--- src/sv/gaoc_pkg.sv ---
// gaoc_pkg: shared widths, codes and reset values for the GSR average/offset calibrator.
// No dependencies; compiled first.
`timescale 1ns / 1ps
`default_nettype none

package gaoc_pkg;

   localparam int unsigned SAMPLES_DEFAULT = 16;

   localparam int unsigned SAMPLE_W    = 12;
   localparam int unsigned OFFSET_W    = 13;
   localparam int unsigned HOLD_W      = 16;
   localparam int unsigned CSR_INDEX_W = 1;
   localparam int unsigned CSR_DATA_W  = 16;

   localparam logic [SAMPLE_W-1:0] ADC_MAX      = 12'd4095;
   localparam logic [SAMPLE_W-1:0] TARGET_RESET = 12'd2200;
   localparam logic [HOLD_W-1:0]   HOLD_RESET   = 16'd3000;

   typedef enum logic [CSR_INDEX_W-1:0] {
      CSR_TARGET_BASELINE = 1'b0,
      CSR_HOLD_TICKS      = 1'b1
   } csr_index_type;

   typedef enum logic [1:0] {
      EV_NEW_LEVEL     = 2'd0,
      EV_CAL_ENTER     = 2'd1,
      EV_CAL_STORED    = 2'd2,
      EV_CAL_REJECTED  = 2'd3
   } event_type;

   // Offset applied only with a live nonzero calibration, clamped to the ADC range.
   function automatic logic [SAMPLE_W-1:0] apply_offset(
      input logic [SAMPLE_W-1:0]        raw,
      input logic signed [OFFSET_W-1:0] offset,
      input logic                       calibrated
   );
      logic signed [OFFSET_W:0] shifted;
      logic [SAMPLE_W-1:0]      result;
      shifted = $signed({2'b00, raw}) + $signed({offset[OFFSET_W-1], offset});
      if (!calibrated || offset == '0) begin
         result = raw;
      end else if (shifted < 0) begin
         result = '0;
      end else if (shifted > $signed({2'b00, ADC_MAX})) begin
         result = ADC_MAX;
      end else begin
         result = shifted[SAMPLE_W-1:0];
      end
      return result;
   endfunction

endpackage

`default_nettype wire

--- src/sv/gaoc_if.sv ---
// gaoc_req_if / gaoc_rsp_if: valid/ready channels for input words and result words.
// Depends on gaoc_pkg.
`timescale 1ns / 1ps
`default_nettype none

interface gaoc_req_if import gaoc_pkg::*; ();
   logic                valid;
   logic                ready;
   logic                kind;
   logic [SAMPLE_W-1:0] sample;
   logic                button_level;

   modport source (output valid, kind, sample, button_level, input ready);
   modport sink   (input valid, kind, sample, button_level, output ready);
endinterface

interface gaoc_rsp_if import gaoc_pkg::*; ();
   logic                       valid;
   logic                       ready;
   logic [1:0]                 event_code;
   logic [SAMPLE_W-1:0]        raw_level;
   logic [SAMPLE_W-1:0]        level;
   logic signed [OFFSET_W-1:0] offset_out;
   logic                       calibrating;
   logic                       calibrated;

   modport source (output valid, event_code, raw_level, level, offset_out, calibrating,
                   calibrated, input ready);
   modport sink   (input valid, event_code, raw_level, level, offset_out, calibrating,
                   calibrated, output ready);
endinterface

`default_nettype wire

--- src/sv/gsr_average_offset_calibrator_core.sv ---
// gsr_average_offset_calibrator_core: sample averager with button-driven offset calibration.
// Depends on gaoc_pkg and the channel interfaces in gaoc_if.sv.
`timescale 1ns / 1ps
`default_nettype none

// Takes one word per cycle while the result register is empty or being drained: an
// ADC sample (kind 0) or a millisecond tick with the active-low button level (kind 1).
// Every SAMPLES counted samples give a new-level result; a zero sample is dropped unless
// the sample before it was a dropped zero. A release after a hold of at least hold_ticks
// ticks (with a nonzero average) enters calibrate mode; a second one stores offset =
// target_baseline - raw and leaves it, or leaves it with a reject for a full-scale raw.
// State updates and the result register load at the accepting edge. The average uses a
// constant reciprocal multiply on the accumulated sum. csr_* writes should only happen
// while no word is in flight.
module gsr_average_offset_calibrator_core import gaoc_pkg::*; #(
   parameter int unsigned SAMPLES = SAMPLES_DEFAULT
) (
   input  logic                   clock,
   input  logic                   reset,
   gaoc_req_if.sink               req_if,
   gaoc_rsp_if.source             rsp_if,
   input  logic                   csr_we,
   input  logic [CSR_INDEX_W-1:0] csr_index,
   input  logic [CSR_DATA_W-1:0]  csr_wdata
);

   localparam int unsigned SUM_W    = $clog2(SAMPLES * 4095 + 1);
   localparam int unsigned CNT_W    = $clog2(SAMPLES + 1);
   localparam int unsigned SHIFT    = SUM_W + $clog2(SAMPLES);
   localparam int unsigned RECIP_W  = SUM_W + 1;
   localparam int unsigned PROD_W   = SUM_W + RECIP_W;
   localparam longint unsigned RECIP_FULL = ((64'd1 << SHIFT) + SAMPLES - 1) / SAMPLES;
   localparam logic [RECIP_W-1:0] RECIP   = RECIP_W'(RECIP_FULL);
   localparam logic [CNT_W-1:0]   LAST_CNT = CNT_W'(SAMPLES - 1);

   // configuration
   logic [SAMPLE_W-1:0] target_ff;
   logic [HOLD_W-1:0]   hold_ticks_ff;

   // block state
   logic [SUM_W-1:0]           sum_ff, sum_in;
   logic [CNT_W-1:0]           count_ff, count_in;
   logic                       zero_retry_ff, zero_retry_in;
   logic [SAMPLE_W-1:0]        raw_ff, raw_in;
   logic signed [OFFSET_W-1:0] offset_ff, offset_in;
   logic                       calibrated_ff, calibrated_in;
   logic                       calibrating_ff, calibrating_in;
   logic                       prev_pressed_ff, prev_pressed_in;
   logic [HOLD_W-1:0]          hold_ff, hold_in;

   // result register
   logic                       rsp_valid_ff, rsp_valid_in;
   event_type                  rsp_event_ff, rsp_event_in;
   logic [SAMPLE_W-1:0]        rsp_raw_ff;
   logic signed [OFFSET_W-1:0] rsp_offset_ff;
   logic                       rsp_calibrating_ff;
   logic                       rsp_calibrated_ff;

   logic               accept;
   logic               emit;
   logic               pressed;
   logic [SUM_W-1:0]   sum_next;
   logic [PROD_W-1:0]  product;
   logic [HOLD_W-1:0]  hold_inc;

   assign req_if.ready = !rsp_valid_ff || rsp_if.ready;
   assign accept       = req_if.valid && req_if.ready;

   assign sum_next = sum_ff + SUM_W'(req_if.sample);
   assign product  = PROD_W'(sum_next) * PROD_W'(RECIP);
   assign pressed  = !req_if.button_level;
   assign hold_inc = (hold_ff != '1) ? hold_ff + 1'b1 : hold_ff;

   always_comb begin
      sum_in          = sum_ff;
      count_in        = count_ff;
      zero_retry_in   = zero_retry_ff;
      raw_in          = raw_ff;
      offset_in       = offset_ff;
      calibrated_in   = calibrated_ff;
      calibrating_in  = calibrating_ff;
      prev_pressed_in = prev_pressed_ff;
      hold_in         = hold_ff;
      emit            = 1'b0;
      rsp_event_in    = EV_NEW_LEVEL;

      if (accept) begin
         if (!req_if.kind) begin
            if (req_if.sample == '0 && !zero_retry_ff) begin
               zero_retry_in = 1'b1;
            end else begin
               zero_retry_in = 1'b0;
               if (count_ff == LAST_CNT) begin
                  // floor(sum / SAMPLES), exact over the whole sum range
                  raw_in   = product[SHIFT +: SAMPLE_W];
                  sum_in   = '0;
                  count_in = '0;
                  emit     = 1'b1;
               end else begin
                  sum_in   = sum_next;
                  count_in = count_ff + 1'b1;
               end
            end
         end else begin
            prev_pressed_in = pressed;
            if (pressed && !prev_pressed_ff) begin
               hold_in = '0;
            end else if (prev_pressed_ff) begin
               hold_in = hold_inc;
               // long hold released with a live average
               if (!pressed && hold_inc >= hold_ticks_ff && raw_ff != '0) begin
                  emit = 1'b1;
                  if (!calibrating_ff) begin
                     calibrating_in = 1'b1;
                     calibrated_in  = 1'b0;
                     rsp_event_in   = EV_CAL_ENTER;
                  end else begin
                     calibrating_in = 1'b0;
                     if (raw_ff == ADC_MAX) begin
                        rsp_event_in = EV_CAL_REJECTED;
                     end else begin
                        offset_in     = $signed({1'b0, target_ff}) - $signed({1'b0, raw_ff});
                        calibrated_in = 1'b1;
                        rsp_event_in  = EV_CAL_STORED;
                     end
                  end
               end
            end
         end
      end

      if (emit) begin
         rsp_valid_in = 1'b1;
      end else if (rsp_if.ready) begin
         rsp_valid_in = 1'b0;
      end else begin
         rsp_valid_in = rsp_valid_ff;
      end
   end

   always_ff @(posedge clock) begin
      if (reset) begin
         target_ff       <= TARGET_RESET;
         hold_ticks_ff   <= HOLD_RESET;
         sum_ff          <= '0;
         count_ff        <= '0;
         zero_retry_ff   <= 1'b0;
         raw_ff          <= '0;
         offset_ff       <= '0;
         calibrated_ff   <= 1'b0;
         calibrating_ff  <= 1'b0;
         prev_pressed_ff <= 1'b0;
         hold_ff         <= '0;
         rsp_valid_ff    <= 1'b0;
      end else begin
         if (csr_we) begin
            case (csr_index_type'(csr_index))
               CSR_TARGET_BASELINE: target_ff     <= csr_wdata[SAMPLE_W-1:0];
               CSR_HOLD_TICKS:      hold_ticks_ff <= csr_wdata[HOLD_W-1:0];
               default: ;
            endcase
         end
         sum_ff          <= sum_in;
         count_ff        <= count_in;
         zero_retry_ff   <= zero_retry_in;
         raw_ff          <= raw_in;
         offset_ff       <= offset_in;
         calibrated_ff   <= calibrated_in;
         calibrating_ff  <= calibrating_in;
         prev_pressed_ff <= prev_pressed_in;
         hold_ff         <= hold_in;
         rsp_valid_ff    <= rsp_valid_in;
      end
   end

   // result payload, no reset needed
   always_ff @(posedge clock) begin
      if (emit) begin
         rsp_event_ff       <= rsp_event_in;
         rsp_raw_ff         <= raw_in;
         rsp_offset_ff      <= offset_in;
         rsp_calibrating_ff <= calibrating_in;
         rsp_calibrated_ff  <= calibrated_in;
      end
   end

   assign rsp_if.valid       = rsp_valid_ff;
   assign rsp_if.event_code  = rsp_event_ff;
   assign rsp_if.raw_level   = rsp_raw_ff;
   assign rsp_if.offset_out  = rsp_offset_ff;
   assign rsp_if.calibrating = rsp_calibrating_ff;
   assign rsp_if.calibrated  = rsp_calibrated_ff;
   // clamp runs off the result register
   assign rsp_if.level = apply_offset(rsp_raw_ff, rsp_offset_ff, rsp_calibrated_ff);

endmodule

`default_nettype wire

--- src/flat_wrapper.sv ---
// flat-port wrapper written by rule: the top's interface ports become plain ports
module gsr_average_offset_calibrator_core_flat import gaoc_pkg::*;
#(
   parameter int unsigned SAMPLES = SAMPLES_DEFAULT
)
  (clock, reset, csr_we, csr_index, csr_wdata, req_if_valid, req_if_kind, req_if_sample, req_if_button_level, req_if_ready, rsp_if_valid, rsp_if_event_code, rsp_if_raw_level, rsp_if_level, rsp_if_offset_out, rsp_if_calibrating, rsp_if_calibrated, rsp_if_ready);
  gaoc_req_if req_if_i ();
  gaoc_rsp_if rsp_if_i ();
  input  logic clock;
  input  logic reset;
  input  logic csr_we;
  input  logic [CSR_INDEX_W-1:0] csr_index;
  input  logic [CSR_DATA_W-1:0] csr_wdata;
  input wire logic [$bits(req_if_i.valid)-1:0] req_if_valid;
  input wire logic [$bits(req_if_i.kind)-1:0] req_if_kind;
  input wire logic [$bits(req_if_i.sample)-1:0] req_if_sample;
  input wire logic [$bits(req_if_i.button_level)-1:0] req_if_button_level;
  output wire logic [$bits(req_if_i.ready)-1:0] req_if_ready;
  output wire logic [$bits(rsp_if_i.valid)-1:0] rsp_if_valid;
  output wire logic [$bits(rsp_if_i.event_code)-1:0] rsp_if_event_code;
  output wire logic [$bits(rsp_if_i.raw_level)-1:0] rsp_if_raw_level;
  output wire logic [$bits(rsp_if_i.level)-1:0] rsp_if_level;
  output wire logic [$bits(rsp_if_i.offset_out)-1:0] rsp_if_offset_out;
  output wire logic [$bits(rsp_if_i.calibrating)-1:0] rsp_if_calibrating;
  output wire logic [$bits(rsp_if_i.calibrated)-1:0] rsp_if_calibrated;
  input wire logic [$bits(rsp_if_i.ready)-1:0] rsp_if_ready;
  assign req_if_i.valid = req_if_valid;
  assign req_if_i.kind = req_if_kind;
  assign req_if_i.sample = req_if_sample;
  assign req_if_i.button_level = req_if_button_level;
  assign req_if_ready = req_if_i.ready;
  assign rsp_if_valid = rsp_if_i.valid;
  assign rsp_if_event_code = rsp_if_i.event_code;
  assign rsp_if_raw_level = rsp_if_i.raw_level;
  assign rsp_if_level = rsp_if_i.level;
  assign rsp_if_offset_out = rsp_if_i.offset_out;
  assign rsp_if_calibrating = rsp_if_i.calibrating;
  assign rsp_if_calibrated = rsp_if_i.calibrated;
  assign rsp_if_i.ready = rsp_if_ready;
  gsr_average_offset_calibrator_core #(.SAMPLES(SAMPLES)) u_core (.clock(clock), .reset(reset), .req_if(req_if_i), .rsp_if(rsp_if_i), .csr_we(csr_we), .csr_index(csr_index), .csr_wdata(csr_wdata));
endmodule
--- config.mk ---
export PLATFORM = sky130hd
export DESIGN_NAME = gsr_average_offset_calibrator_core_flat
export DESIGN_NICKNAME = d
export VERILOG_FILES = /design/src/sv/gaoc_pkg.sv /design/src/sv/gaoc_if.sv /design/src/sv/gsr_average_offset_calibrator_core.sv /design/src/flat_wrapper.sv
export SDC_FILE = /design/constraint.sdc
export NUM_CORES = 1
export LEC_CHECK = 0
export BUFFER_PORTS_ARGS = -buffer_cell sky130_fd_sc_hd__buf_2
export CAP_MARGIN = 20
export CELL_PAD_IN_SITES_DETAIL_PLACEMENT = 1
export CELL_PAD_IN_SITES_GLOBAL_PLACEMENT = 1
export CORE_MARGIN = 2
export CORE_UTILIZATION = 41
export DETAILED_ROUTE_END_ITERATION = 10
export GPL_TIMING_DRIVEN = 0
export PLACE_DENSITY_LB_ADDON = 0.08
export SYNTH_ARGS = -nofsm -noshare
export SYNTH_HDL_FRONTEND = slang
export SYNTH_SLANG_ARGS = --single-unit
--- constraint.sdc ---
create_clock -name clock -period 3.8 [get_ports clock]
set_input_delay 1.14 -clock clock [delete_from_list [all_inputs] [get_ports clock]]
set_output_delay 1.14 -clock clock [all_outputs]
set_load 0.01 [all_outputs]
==> flow_metrics.tcl <==
set metrics [dict create \
    status "finished, violations left" \
    violations "negative setup slack" \
    relSlewSlack 0.5023 \
    antenna_cells 0 \
    gp_congestion 0.9268 \
    layout_common_cells "nand2_1, dfxtp_1, buf_2" \
    yosys_warnings 0 \
    min_period_ns 4.010 \
    grt_max_degree 17 \
    tritoncts "done" \
    coreArea_mm2 0.01730 \
    synth_ff_type "dfxtp_1" \
    critPathLaunchType "register" \
    required_ns 2.66 \
    rows 48 \
    grtUsageTotal 0.2374 \
    cts.sinks 124 \
    clk_pin_slew_ns 0.05 \
    hold_start "u_core.hold_ticks_ff[13]" \
    maxCapViolations 0 \
    grt_setup_unrepaired "true" \
    wl_um 21760 \
    final_common_cell "nand2_1" \
    drtPass1Iterations 4 \
    path_cells "ha_2, fa_2, a21o_1, a31oi_1, o21ai_1, a21oi_1, mux2i_1, nand2b_1, buf_6, o211ai_1, buf_2" \
    ys_top_cells_by_area "dfxtp_1, edfxtp_1, ha_1, nand2_1, a21oi_1" \
    synth-seq-area-share 0.3819 \
    drc 0 \
    skew_ns 0.01320 \
    synth_seq_cells 124 \
    root_buffer "clkbuf_16" \
    criticalPathCategory "reg -> out" \
    powerDensity_mw_per_mm2 379.7 \
    slowest_delay_ns 0.40 \
    placed_area_mm2 0.007943 \
    final_area_mm2 0.008782 \
    cp_slowest_cell "edfxtp_1" \
    ios 79 \
    antenna_found_initial 0 \
    cp_data_arrival_time_ns 2.87 \
    ir_drop_uv 308.4 \
    synthCells 826 \
    grt_overflow 0 \
    synthDistinctLibCells 69 \
    setup_violations 12 \
    die_w_um 137.1 \
    syn_area_per_cell_um2 8.790 \
    insertion_delay_ns 0.42 \
    drive_above_1_share 0.1862 \
    syn_area_mm2 0.007261 \
    num-nets-final 1037 \
    postRouteAntennaNets 0 \
    drtIter0Drc 223 \
    dieArea_mm2 0.01879 \
    worst_slew_pin_slew_ns 0.7466 \
    synth_top_cell_by_area "dfxtp_1" \
    synth-async-reset-ratio 0 \
    ctsHtreeMaxLevel 4 \
    hold_viol_final 0 \
    grt_pass1_vias 6677 \
    fin_util 0.5077 \
    start_util 0.4198 \
    synth_top_area_share 0.2619 \
    fmax_mhz 249.4 \
    setup_slack_ns -0.2103 \
    startpoint "u_core.rsp_if.offset_out[0]" \
    drt-wirelength-per-cell_um 18.42 \
    clock_path_buffers 2 \
    endpoint_kind "primary output" \
    synth-edff-count 29 \
    die_h_um 137.1 \
    worstPathMaxFanout 10 \
    p_leak_nw 3.594 \
    synthesis.nets 919 \
    cts_buffers 17 \
    grt_pass1_wl_um 34160 \
    areaGrowthSynthToFinish_pct 20.95 \
    slew_viol_final 0 \
    cts_hold_buf 0 \
    r2r_start "u_core.hold_ff[9]" \
    vias_per_cell 5.521 \
    post-route-period-util 1.055 \
    dp_hpwl_um 16650 \
    hp-class "reg -> reg" \
    dr_total_vias 6520 \
    numPortBuffers 77 \
]
[cell families after synthesis]
kind of cell | count (synthesis) | share of synthesized area
flops | 124 | 0.3819
mux | 19 | 0.02895
xor+xnor | 37 | 0.04463
compound gates | 216 | 0.1944
fa+ha+maj | 57 | 0.1013
simple gates | 300 | 0.2087
buf+inv | 73 | 0.04015
[path summary, 6_finish.rpt]
path,end,slack [ns],cells after the start
hold reg to reg,u_core.hold_ticks_ff[13],0.46,2
hold / removal,u_core.hold_ticks_ff[13],0.46,2
setup / recovery,rsp_if_level[2],-0.21,11
setup reg to reg,u_core.offset_ff[1],0.26,15
[where the power goes]
part / total, W / leakage [nW] / internal, W / switching (W)
Sequential: 0.00139 / 1.02 / 0.00137 / 0.0000193
Clock: 0.00164 / 0.286 / 0.00108 / 0.000563
Combinational: 0.000303 / 2.28 / 0.000117 / 0.000186
Total: 0.00333 / 3.59 / 0.00257 / 0.000768
[Yosys cell counts (17+ instances only)]
master    count
nand2_1     106
dfxtp_1      95
a21oi_1      63
nor2_1       55
ha_1         54
inv_1        46
o21ai_0      40
edfxtp_1     29
nor2b_1      27
nand3_1      19
xor2_1       19
clkbuf_1     18
xnor2_1      18
nand4_1      17
[layer usage]
metal | global-route usage | part of all wire | vias to the layer above
met3 | 0.04481 | 0.030 | 34
met5 | 0 | 0 | -
met1 | 0.2886 | 0.45 | 3157
li1 | - | - | 3211
met2 | 0.4215 | 0.50 | 118
met4 | 0.07560 | 0.020 | 0
[registers in the layout, summed over array words and instances (netlist names), 2 cells and up]
signal and count:
u_core.rsp_if.event_code 2, u_core.hold_ticks_ff 16, u_core.hold_ff 16, u_core.offset_ff 13, u_core.raw_ff 12, u_core.rsp_if.raw_level 12
u_core.target_ff 12, u_core.rsp_if.offset_out 13, u_core.sum_ff 16, u_core.count_ff 5
[critical path: cells and delay by family (launching register included)]
kind / cells / cell delay [ns]
AOI/OAI and AO/OA: 5 / 0.80
adders and majority gates: 2 / 0.57
buffers and inverters: 2 / 0.33
DFF: 1 / 0.40
muxes: 1 / 0.25
and+or+nand+nor: 1 / 0.10
[metrics by stage]
step / instances / hold WS (ns) / setup slack [ns] / power (W) / TNS, ns
after floorplan: 826 / 0.4291 / 0.1231 / 0.001619 / 0
after global placement: 1128 / 0.4472 / -0.5809 / 0.001705 / -17.18
after detailed placement: 1129 / 0.4522 / -0.3477 / 0.001718 / -9.474
after CTS: 1175 / 0.4596 / -0.2053 / 0.003371 / -2.073
after global routing: 1181 / 0.4853 / -0.3898 / 0.003466 / -4.142
final: 1181 / 0.4584 / -0.2103 / 0.003335 / -1.978
[final cells by class]
class	count	area, um^2
sequential	124	2774
fill	2050	8514
multi-input combinational	629	4270
inverter	46	172.7
buffer	26	121.4
tap	225	281.5
clock inverter	7	115.1
timing repair buffer	100	565.5
clock buffer	24	481.7
[what timing repair did]
action,CTS,global route
buffers inserted,16,6
pin swaps,8,6
hold endpoints to repair,0,0
gates resized for setup,13,10
endpoints found under the setup margin,58,67
No activity file was read; power rests on OpenSTA's default activity.
